### config.mk
export PLATFORM = sky130hd
export DESIGN_NAME = log_record_deframer_crc32c
export DESIGN_NICKNAME = d
export VERILOG_FILES = /design/src/design/lrdcrc_pkg.sv /design/src/design/log_record_deframer_crc32c.sv
export SDC_FILE = /design/constraint.sdc
export NUM_CORES = 1
export LEC_CHECK = 0
export ABC_AREA = 0
export ABC_CLOCK_PERIOD_IN_PS = 10900
export BUFFER_PORTS_ARGS = -buffer_cell sky130_fd_sc_hd__clkbuf_2
export CORE_MARGIN = 2
export CORE_UTILIZATION = 55
export DETAILED_ROUTE_END_ITERATION = 8
export PLACE_DENSITY = 0.77
export SETUP_SLACK_MARGIN = 0.02
export SYNTH_ARGS = -nofsm -noshare
export SYNTH_HDL_FRONTEND = slang
export SYNTH_SLANG_ARGS = --single-unit
### constraint.sdc
create_clock -name clk_i -period 10.9 [get_ports clk_i]
set_input_delay 1.09 -clock clk_i [delete_from_list [all_inputs] [get_ports clk_i]]
set_output_delay 1.09 -clock clk_i [all_outputs]
set_load 0.01 [all_outputs]
### src/design/lrdcrc_pkg.sv
`default_nettype none

package lrdcrc_pkg;

  localparam logic [31:0] CRC_POLY     = 32'h82F6_3B78;
  localparam logic [31:0] CRC_INIT     = 32'hFFFF_FFFF;
  localparam logic [4:0]  HDR_LAST     = 5'd16;
  localparam logic [1:0]  CRC_LAST     = 2'd3;

  localparam int unsigned TDATA_W      = 144;

  typedef enum logic [3:0] {
    PH_CRC = 4'b0001,
    PH_HDR = 4'b0010,
    PH_KEY = 4'b0100,
    PH_VAL = 4'b1000
  } phase_e;

  typedef enum logic [1:0] {
    KIND_REC_END = 2'd0,
    KIND_KEY     = 2'd1,
    KIND_VAL     = 2'd2,
    KIND_EOL     = 2'd3
  } kind_e;

  typedef enum logic [2:0] {
    ST_BUSY     = 3'd0,
    ST_GOOD     = 3'd1,
    ST_MISMATCH = 3'd2,
    ST_TRUNC    = 3'd3,
    ST_CLEAN    = 3'd4
  } status_e;

  function automatic logic [31:0] crc_byte(input logic [31:0] crc, input logic [7:0] b);
    logic [31:0] c;
    c = crc ^ {24'd0, b};
    for (int j = 0; j < 8; j++) begin
      c = c[0] ? (CRC_POLY ^ (c >> 1)) : (c >> 1);
    end
    return c;
  endfunction

endpackage

`default_nettype wire

### src/design/log_record_deframer_crc32c.sv
// channel   dir  handshake                    tdata / tuser / tlast
// s_axis    in   s_axis_tvalid/s_axis_tready  log_byte / end_of_log / -
// m_axis    out  m_axis_tvalid/m_axis_tready  payload..sequence / item_kind / record_end
//
// One transfer per cycle: the CRC32C byte update and the record parser sit between the
// input handshake and the output register; a result shows the cycle after its byte.
// s_axis_tready drops while a result waits for m_axis_tready; nothing else stalls.
// Reset clears parser, header fields and halt flag; a checksum mismatch halts
// the block (inputs are taken and dropped) until the next reset.
`default_nettype none

module log_record_deframer_crc32c (
  input  wire logic         clk_i,
  input  wire logic         rst_ni,
  input  wire logic         s_axis_tvalid,
  output logic              s_axis_tready,
  input  wire logic [7:0]   s_axis_tdata,   // [7:0] log_byte
  input  wire logic         s_axis_tuser,   // [0] end_of_log
  output logic              m_axis_tvalid,
  input  wire logic         m_axis_tready,
  // [7:0] payload_byte, [10:8] record_status, [11] is_put, [43:12] key_length,
  // [75:44] value_length, [139:76] sequence_number, [143:140] zero
  output logic [lrdcrc_pkg::TDATA_W-1:0] m_axis_tdata,
  output logic [1:0]        m_axis_tuser,   // [1:0] item_kind
  output logic              m_axis_tlast    // record_end
);

  lrdcrc_pkg::phase_e phase_q, phase_d;
  logic [4:0]  cnt_q, cnt_d;
  logic [31:0] stored_q, stored_d;
  logic [31:0] crc_q, crc_d;
  logic [7:0]  type_q, type_d;
  logic [31:0] klen_q, klen_d;
  logic [31:0] vlen_q, vlen_d;
  logic [63:0] seq_q, seq_d;
  logic [31:0] rem_q, rem_d;
  logic        halted_q, halted_d;

  logic        out_valid_q;
  logic [1:0]  out_kind_q;
  logic [7:0]  out_byte_q;
  logic        out_last_q;
  logic [2:0]  out_status_q;
  logic        out_put_q;
  logic [31:0] out_klen_q;
  logic [31:0] out_vlen_q;
  logic [63:0] out_seq_q;

  logic        in_fire;
  logic        emit;
  logic        use_old;
  logic [1:0]  e_kind;
  logic [7:0]  e_byte;
  logic        e_last;
  logic [2:0]  e_status;
  logic [31:0] crc_upd;
  logic [4:0]  h_k;
  logic [4:0]  h_v;
  logic [4:0]  h_s;

  assign s_axis_tready = !out_valid_q || m_axis_tready;
  assign in_fire       = s_axis_tvalid && s_axis_tready;
  assign crc_upd       = lrdcrc_pkg::crc_byte(crc_q, s_axis_tdata);
  assign h_k           = cnt_q - 5'd1;
  assign h_v           = cnt_q - 5'd5;
  assign h_s           = cnt_q - 5'd9;

  always_comb begin
    phase_d  = phase_q;
    cnt_d    = cnt_q;
    stored_d = stored_q;
    crc_d    = crc_q;
    type_d   = type_q;
    klen_d   = klen_q;
    vlen_d   = vlen_q;
    seq_d    = seq_q;
    rem_d    = rem_q;
    halted_d = halted_q;
    emit     = 1'b0;
    use_old  = 1'b0;
    e_kind   = lrdcrc_pkg::KIND_REC_END;
    e_byte   = 8'd0;
    e_last   = 1'b0;
    e_status = lrdcrc_pkg::ST_BUSY;

    if (in_fire && !halted_q) begin
      if (s_axis_tuser) begin
        emit     = 1'b1;
        use_old  = 1'b1;
        e_kind   = lrdcrc_pkg::KIND_EOL;
        e_last   = 1'b1;
        e_status = (phase_q == lrdcrc_pkg::PH_CRC && cnt_q == 5'd0) ?
                   lrdcrc_pkg::ST_CLEAN : lrdcrc_pkg::ST_TRUNC;
        phase_d  = lrdcrc_pkg::PH_CRC;
        cnt_d    = 5'd0;
        stored_d = 32'd0;
        crc_d    = lrdcrc_pkg::CRC_INIT;
        type_d   = 8'd0;
        klen_d   = 32'd0;
        vlen_d   = 32'd0;
        seq_d    = 64'd0;
        rem_d    = 32'd0;
      end else begin
        unique case (phase_q)
          lrdcrc_pkg::PH_CRC: begin
            if (cnt_q == 5'd0) begin
              stored_d = 32'd0;
              type_d   = 8'd0;
              klen_d   = 32'd0;
              vlen_d   = 32'd0;
              seq_d    = 64'd0;
              crc_d    = lrdcrc_pkg::CRC_INIT;
            end
            stored_d[{cnt_q[1:0], 3'b000} +: 8] = s_axis_tdata;
            if (cnt_q[1:0] == lrdcrc_pkg::CRC_LAST) begin
              phase_d = lrdcrc_pkg::PH_HDR;
              cnt_d   = 5'd0;
            end else begin
              cnt_d = cnt_q + 5'd1;
            end
          end
          lrdcrc_pkg::PH_HDR: begin
            crc_d = crc_upd;
            if (cnt_q == 5'd0) begin
              type_d = s_axis_tdata;
            end else if (cnt_q <= 5'd4) begin
              klen_d[{h_k[1:0], 3'b000} +: 8] = s_axis_tdata;
            end else if (cnt_q <= 5'd8) begin
              vlen_d[{h_v[1:0], 3'b000} +: 8] = s_axis_tdata;
            end else begin
              seq_d[{h_s[2:0], 3'b000} +: 8] = s_axis_tdata;
            end
            if (cnt_q == lrdcrc_pkg::HDR_LAST) begin
              cnt_d = 5'd0;
              if (klen_d != 32'd0) begin
                phase_d = lrdcrc_pkg::PH_KEY;
                rem_d   = klen_d;
              end else if (vlen_d != 32'd0) begin
                phase_d = lrdcrc_pkg::PH_VAL;
                rem_d   = vlen_d;
              end else begin
                emit    = 1'b1;
                e_kind  = lrdcrc_pkg::KIND_REC_END;
                e_last  = 1'b1;
                phase_d = lrdcrc_pkg::PH_CRC;
                crc_d   = lrdcrc_pkg::CRC_INIT;
                rem_d   = 32'd0;
                if ((crc_upd ^ lrdcrc_pkg::CRC_INIT) == stored_q) begin
                  e_status = lrdcrc_pkg::ST_GOOD;
                end else begin
                  e_status = lrdcrc_pkg::ST_MISMATCH;
                  halted_d = 1'b1;
                end
              end
            end else begin
              cnt_d = cnt_q + 5'd1;
            end
          end
          lrdcrc_pkg::PH_KEY, lrdcrc_pkg::PH_VAL: begin
            crc_d  = crc_upd;
            rem_d  = rem_q - 32'd1;
            emit   = 1'b1;
            e_kind = (phase_q == lrdcrc_pkg::PH_KEY) ?
                     lrdcrc_pkg::KIND_KEY : lrdcrc_pkg::KIND_VAL;
            e_byte = s_axis_tdata;
            if (rem_q == 32'd1) begin
              if (phase_q == lrdcrc_pkg::PH_KEY && vlen_q != 32'd0) begin
                phase_d = lrdcrc_pkg::PH_VAL;
                rem_d   = vlen_q;
              end else begin
                e_last  = 1'b1;
                phase_d = lrdcrc_pkg::PH_CRC;
                cnt_d   = 5'd0;
                crc_d   = lrdcrc_pkg::CRC_INIT;
                rem_d   = 32'd0;
                if ((crc_upd ^ lrdcrc_pkg::CRC_INIT) == stored_q) begin
                  e_status = lrdcrc_pkg::ST_GOOD;
                end else begin
                  e_status = lrdcrc_pkg::ST_MISMATCH;
                  halted_d = 1'b1;
                end
              end
            end
          end
          default: begin
            phase_d  = lrdcrc_pkg::PH_CRC;
            cnt_d    = 5'd0;
            stored_d = 32'd0;
            crc_d    = lrdcrc_pkg::CRC_INIT;
            type_d   = 8'd0;
            klen_d   = 32'd0;
            vlen_d   = 32'd0;
            seq_d    = 64'd0;
            rem_d    = 32'd0;
          end
        endcase
      end
    end
  end

  always_ff @(posedge clk_i or negedge rst_ni) begin
    if (!rst_ni) begin
      phase_q     <= lrdcrc_pkg::PH_CRC;
      cnt_q       <= 5'd0;
      stored_q    <= 32'd0;
      crc_q       <= lrdcrc_pkg::CRC_INIT;
      type_q      <= 8'd0;
      klen_q      <= 32'd0;
      vlen_q      <= 32'd0;
      seq_q       <= 64'd0;
      rem_q       <= 32'd0;
      halted_q    <= 1'b0;
      out_valid_q <= 1'b0;
    end else begin
      phase_q  <= phase_d;
      cnt_q    <= cnt_d;
      stored_q <= stored_d;
      crc_q    <= crc_d;
      type_q   <= type_d;
      klen_q   <= klen_d;
      vlen_q   <= vlen_d;
      seq_q    <= seq_d;
      rem_q    <= rem_d;
      halted_q <= halted_d;
      if (emit) begin
        out_valid_q <= 1'b1;
      end else if (m_axis_tready) begin
        out_valid_q <= 1'b0;
      end
    end
  end

  always_ff @(posedge clk_i) begin
    if (emit) begin
      out_kind_q   <= e_kind;
      out_byte_q   <= e_byte;
      out_last_q   <= e_last;
      out_status_q <= e_status;
      out_put_q    <= use_old ? (type_q == 8'd1) : (type_d == 8'd1);
      out_klen_q   <= use_old ? klen_q : klen_d;
      out_vlen_q   <= use_old ? vlen_q : vlen_d;
      out_seq_q    <= use_old ? seq_q : seq_d;
    end
  end

  assign m_axis_tvalid = out_valid_q;
  assign m_axis_tuser  = out_kind_q;
  assign m_axis_tlast  = out_last_q;
  assign m_axis_tdata  = {4'd0, out_seq_q, out_vlen_q, out_klen_q, out_put_q,
                          out_status_q, out_byte_q};

endmodule

`default_nettype wire

# Word level (Yosys, flattened, before mapping)
# Index checks and enable logic that the tools add are counted.
dict set report word_totals {
  ff_bits 386
  inputBits 13
  output_inout_bits 149
  wordCells 210
}
dict set report classes {
  add_sub_neg 9
  magnitude_cmp 2
  n_eq_ne 22
  shifts 8
  muxes 115
  bitwise_logic 13
  n_reduce_logical 22
}
# op n
set op_table {}
lappend op_table {{two-way mux 32 bit} 45}
lappend op_table {{two-way mux 64 bit} 7}
lappend op_table {{case mux 32 bit (3 select lines)} 4}
lappend op_table {{case mux 64 bit (3 select lines)} 1}
lappend op_table {{NOT 16 -> 17 bit} 8}
lappend op_table {{bitwise mux 32 bit} 3}
lappend op_table {{nonzero test 32 bit} 3}
lappend op_table {{variable shift 8 x 7 -> 32 bit, first input constant} 3}
lappend op_table {{indexed part select 8 x 7 -> 32 bit} 3}
lappend op_table {{bitwise mux 64 bit} 1}
lappend op_table {{case mux 32 bit (2 select lines)} 1}
lappend op_table {{variable shift 8 x 8 -> 64 bit, first input constant} 1}
lappend op_table {{indexed part select 8 x 8 -> 64 bit} 1}
lappend op_table {{equality test 32 x 1 -> 1 bit, second input constant} 1}
lappend op_table {{equality test 32 bit} 1}
lappend op_table {{two-way mux 8 bit} 4}
lappend op_table {{NOT 32 bit} 1}
lappend op_table {{subtractor 32 x 1 -> 32 bit, second input constant} 1}
lappend op_table {{XOR 32 x 8 -> 32 bit} 1}
lappend op_table {{two-way mux 4 bit} 7}
lappend op_table {{two-way mux 5 bit} 5}
lappend op_table {{case mux 8 bit (3 select lines)} 1}
lappend op_table {{negation 5 -> 7 bit} 3}
lappend op_table {{two-way mux 1 bit} 19}
lappend op_table {{35 further kinds} 66}

# Longest topological paths before layout
dict set report depth {
  depth_word 25
  mapped_depth 15
  ltp_nobuf 12
}

# Worst setup path before layout
# Ideal clock, no wire load.
dict set report synth_path {
  path_type {register to register}
  start {register cnt_q[0]}
  end {register out_last_q (netlist: m_axis_tlast) (enable)}
  setup_ns 0.647
  t_arrival_ns 9.443
  t_required_ns 10.253
  setup_slack_ns 0.810
  stages_incl_launch_ff 15
  path_buffers 3
  synth_period_minus_slack_ns 10.090
  path_cell_list {dfrtp_1 -> clkbuf_1 -> clkinv_1 -> ha_1 -> buf_2 -> xor2_2 -> inv_2 -> and3_1 -> buf_4 -> mux2_1 -> or4b_1 -> or4_1 -> nor3_2 -> a211oi_1 -> nor2_1}
}
dict set report synth_between {
  elab_chain_cells 17
  word_cells_on_any_way 33
  cone_classes {4 x add/sub; 2 x order compare; 1 x eq/ne; 4 x shift; 19 x mux; 3 x reduce/logical}
}
# element line
set synth_lines {}
lappend synth_lines {{from (decl)} log_record_deframer_crc32c.sv:29} ;# logic [4:0] cnt_q, cnt_d;
lappend synth_lines {{from (signal assigned)} log_record_deframer_crc32c.sv:216} ;# cnt_q <= cnt_d;
lappend synth_lines {{subtractor 2 x 1 -> 2 bit} {log_record_deframer_crc32c.sv:64, log_record_deframer_crc32c.sv:65}}
lappend synth_lines {{negation 5 -> 7 bit} {log_record_deframer_crc32c.sv:127, log_record_deframer_crc32c.sv:129}}
lappend synth_lines {{indexed part select 8 x 7 -> 32 bit / variable shift 8 x 7 -> 32 bit (equally long branches)} {log_record_deframer_crc32c.sv:127, log_record_deframer_crc32c.sv:129}}
lappend synth_lines {{bitwise mux 32 bit} log_record_deframer_crc32c.sv:129} ;# vlen_d[{h_v[1:0], 3'b000} +: 8] = s_axis_tdata;
lappend synth_lines {{two-way mux 32 bit} log_record_deframer_crc32c.sv:128} ;# end else if (cnt_q <= 5'd8) begin
lappend synth_lines {{two-way mux 32 bit} log_record_deframer_crc32c.sv:126} ;# end else if (cnt_q <= 5'd4) begin
lappend synth_lines {{two-way mux 32 bit} log_record_deframer_crc32c.sv:124} ;# if (cnt_q == 5'd0) begin
lappend synth_lines {{two-way mux 32 bit} log_record_deframer_crc32c.sv:104} ;# unique case (phase_q)
lappend synth_lines {{(+2 left out)} --}
lappend synth_lines {{nonzero test 32 bit} log_record_deframer_crc32c.sv:138} ;# end else if (vlen_d != 32'd0) begin
lappend synth_lines {{two-way mux 1 bit} log_record_deframer_crc32c.sv:138}
lappend synth_lines {{two-way mux 1 bit} log_record_deframer_crc32c.sv:135} ;# if (klen_d != 32'd0) begin
lappend synth_lines {{two-way mux 1 bit *} log_record_deframer_crc32c.sv:133} ;# if (cnt_q == lrdcrc_pkg::HDR_LAST) begin
lappend synth_lines {{case mux 1 bit (2 select lines) *} log_record_deframer_crc32c.sv:104}
lappend synth_lines {{two-way mux 1 bit *} log_record_deframer_crc32c.sv:87} ;# if (s_axis_tuser) begin
lappend synth_lines {{two-way mux 1 bit *} log_record_deframer_crc32c.sv:86} ;# if (in_fire && !halted_q) begin
lappend synth_lines {{named net emit} log_record_deframer_crc32c.sv:50} ;# logic emit;
lappend synth_lines {{to (signal assigned)} log_record_deframer_crc32c.sv:237} ;# out_last_q <= e_last;
lappend synth_lines {{to (decl)} log_record_deframer_crc32c.sv:42} ;# logic out_last_q;
# The timed path passes the listed nets; every way through them passes the cells marked *. The select of a mux whose other input is x is not followed.
# A chain may end at the register's enable or synchronous reset.

# Final worst setup path
dict set report layout_path {
  start {register cnt_q[0]}
  end {register out_klen_q[18] (enable)}
}
dict set report layout_between {
  elab_chain_cells 17
  word_cells_on_any_way 33
  cone_classes {4 x add/sub; 2 x order compare; 1 x eq/ne; 4 x shift; 19 x mux; 3 x reduce/logical}
}
# element line
set layout_lines {}
lappend layout_lines {{subtractor 2 x 1 -> 2 bit} {log_record_deframer_crc32c.sv:64, log_record_deframer_crc32c.sv:65}}
lappend layout_lines {{negation 5 -> 7 bit} {log_record_deframer_crc32c.sv:127, log_record_deframer_crc32c.sv:129}}
lappend layout_lines {{indexed part select 8 x 7 -> 32 bit / variable shift 8 x 7 -> 32 bit (equally long branches)} {log_record_deframer_crc32c.sv:127, log_record_deframer_crc32c.sv:129}}
lappend layout_lines {{bitwise mux 32 bit} log_record_deframer_crc32c.sv:129}
lappend layout_lines {{two-way mux 32 bit} log_record_deframer_crc32c.sv:128}
lappend layout_lines {{two-way mux 32 bit} log_record_deframer_crc32c.sv:126}
lappend layout_lines {{two-way mux 32 bit} log_record_deframer_crc32c.sv:124}
lappend layout_lines {{two-way mux 32 bit} log_record_deframer_crc32c.sv:104}
lappend layout_lines {{(+2 left out)} --}
lappend layout_lines {{nonzero test 32 bit} log_record_deframer_crc32c.sv:138}
lappend layout_lines {{two-way mux 1 bit} log_record_deframer_crc32c.sv:138}
lappend layout_lines {{two-way mux 1 bit} log_record_deframer_crc32c.sv:135}
lappend layout_lines {{two-way mux 1 bit *} log_record_deframer_crc32c.sv:133}
lappend layout_lines {{case mux 1 bit (2 select lines) *} log_record_deframer_crc32c.sv:104}
lappend layout_lines {{two-way mux 1 bit *} log_record_deframer_crc32c.sv:87}
lappend layout_lines {{two-way mux 1 bit *} log_record_deframer_crc32c.sv:86}
lappend layout_lines {{named net emit} log_record_deframer_crc32c.sv:50}
lappend layout_lines {{to (signal assigned)} log_record_deframer_crc32c.sv:240} ;# out_klen_q <= use_old ? klen_q : klen_d;
lappend layout_lines {{to (decl)} log_record_deframer_crc32c.sv:45} ;# logic [31:0] out_klen_q;
# Marks and branches as above.

==> results.yml <==
outcome:
  status: "finished clean"
final_layout:
  antennaDiodeCount: 0
  final_layout_size_suffix_gt1_share_pct: 16.2
  finalInstanceArea_um2: 22600
  area_growth_pct: 12.4
  nets: 2053
  largestRegisters: "out_seq_q: 64 flops, seq_q: 64 flops"
synth:
  synth-edff-count: 143
  ys_ff_latch: 386
  synth.most_common_cell: "nand2_1"
  ys_types: 76
  synth_top_cell_area_share_pct: 26.2
  netlist_instances: 1912
  syn_avg_cell_area_um2: 10.5
  netlist_top_cells_count: "nand2_1 (276), dfrtp_1 (210), edfxtp_1 (143), nor2_1 (139), a22o_1 (113)"
  yosysTopAreaCell: "dfrtp_1"
  synth_area_leaders: "dfrtp_1 (26%), edfxtp_1 (21%), nand2_1 (5.2%)"
  synthFlopType: "dfrtp_1"
  ys_seq_area_share_pct: 51.8
  yosys_warnings: 0
  synth_async_sr_flop_share_pct: 63.0
  syn-cell-area_um2: 20100
setup_path:
  crit_path_top_delay_cell: "ha_1"
  worstReg2RegStart: "cnt_q[0]"
  reg2reg_slack_ps: 4790
  r2r_end: "out_klen_q[18]"
  cp-start-kind: "register"
  critPathBufInv: 3
  arrival_ps: 6290
  cp_max_fo: 66
  r2r_cells: 12
  critPathKind: "reg -> reg"
  crit_path_cell_trace: "buf_4, clkinv_1, ha_1, nor2_1, and3_1, mux2_1, or4b_1, or4_1, nor3_2, a211oi_1, nor2_4, buf_4"
  slowest_delay_ps: 880
  worst_path_most_repeated_cell: "buf_4"
  critical_path.top_delay_family: "simple AND/OR/NAND/NOR gates"
  cp-end-kind: "register"
  cp.required_ps: 11080
pwr:
  p_per_area_nw_per_um2: 232
  p_leak_nw: 10.2
  ir_drop_mv: 0.154
route:
  via_per_inst: 6.48
  ant_nets: 0
  wl_um: 60100
  drc: 0
  wl_per_cell_um: 23.8
  drt-initial-drc-count: 1734
  drt_pre_antenna_iters: 7
  num_vias: 16400
clock_network:
  clockBufferDepth: 3
  numCtsBuffers: 40
  ctsHtreeMaxLevel: 2
  insertion_delay_ps: 580
  tritoncts: "done"
  hold_buffers: 0
  clockRootBuffer: "clkbuf_16"
  cts-resized-gates: 0
  clkSinkCount: 386
  postCtsSetupBuffers: 0
  clk_pin_slew_ps: 70
floorplan:
  dieArea_um2: 38100
  start_util_pct: 55.4
  rows: 70
  die_w_um: 195
  core-area_um2: 36300
  die_h_um: 195
  pin_count: 162
sta:
  maxSlewHeadroom_pct: 7.08
  rsz0062_at_grt: "false"
  setup_tns_ps: 0
  tightest_slew_ps: 1390
  hold_violations: 0
  min_period_ps: 6110
  slew_violations: 0
  fmax_ghz: 0.164
  post-route-period-util_pct: 56.0
  setup_viol_count_final: 0
  skew_ps: 53.1
min_path:
  min_to: "seq_q[61]"
  holdCritStartpoint: "seq_q[61]"
  worstHoldPathType: "reg -> reg"
  holdPathStages: 1
grt:
  grtUsageTotal_pct: 31.3
  grt_pass1_vias: 15800
  grt_max_degree: 113
  overflow: 0
  grt_first_pass_wirelength_um: 92100
  antenna_found_initial: 0
place:
  placedInstanceArea_um2: 21300
  portBuffers: 157
  gp_congestion: 0.972
  hpwl_um: 40700
flow_run:
  maxCapViolations: 0
## report_power, final
part / total, mW / internal, mW / switching [mW]
clock network: 1.37 / 0.793 / 0.579
registers: 1.76 / 1.66 / 0.0943
logic: 2.11 / 0.811 / 1.30
## metal layers
metal,wire length (um),track usage (%)
met1,24200,42.7
met2,27000,48.1
met3,5980,6.79
met4,2900,14.6
met5,0,0
## how the worst max path moves through the flow
| stage | start | end | slack, ps | cells past startpoint |
|---|---|---|---|---|
| floorplan | cnt_q[0] | m_axis_tlast | 810 | 14 |
| global placement | cnt_q[0] | out_vlen_q[13] | 5140 | 13 |
| detailed placement | cnt_q[0] | out_vlen_q[15] | 4910 | 13 |
| CTS | cnt_q[0] | out_klen_q[23] | 4910 | 13 |
| global route | cnt_q[0] | out_seq_q[40] | 4430 | 13 |
| finish | cnt_q[0] | out_klen_q[18] | 4790 | 12 |
## per-stage QoR
step / total power [mW] / util (%) / cells / hold slack [ps] / setup slack, ps
after CTS: 5.21 / 62.3 / 2528 / 480 / 4910
final: 5.24 / 62.3 / 2528 / 477 / 4790
after global placement: 3.80 / 58.7 / 2454 / 458 / 5140
after global routing: 5.47 / 62.3 / 2528 / 494 / 4430
after detailed placement: 3.84 / 58.7 / 2454 / 467 / 4910
after floorplan: 3.31 / - / 1915 / 446 / 810
## cell usage in the layout, fill, tap and decap left out, types with 64 or more instances in the layout
cell type / instances
a22o_1: 113
nor2_1: 137
clkbuf_2: 156
o21ai_0: 111
dfrtp_1: 210
edfxtp_1: 143
a21oi_1: 64
xnor2_1: 81
a21o_1: 91
nand2_1: 276
## area by class of cell
type | instances | area [um^2]
repair buffers | 186 | 1010
clock buffers | 54 | 1120
clock inverters | 20 | 188
multi-input cells | 1401 | 9220
well taps | 468 | 586
fillers | 2966 | 13700
flip-flops and latches | 386 | 10400
inverters | 13 | 48.8
## cells by family (layout without fill, tap and decap cells)
| kind of cell | Yosys count | in the layout | synth area share (%) |
|---|---|---|---|
| multiplexers | 32 | 32 | 1.66 |
| other | 1 | 4 | 0.0187 |
| flip-flops | 386 | 386 | 51.8 |
| AO/OA/AOI/OAI | 569 | 569 | 19.7 |
| XOR/XNOR | 143 | 143 | 8.73 |
| AND/OR/NAND/NOR | 641 | 641 | 14.7 |
| adder cells (fa/ha/maj) | 12 | 12 | 0.747 |
| buffers and inverters | 128 | 273 | 2.61 |
(Power assumes the default switching activity.)
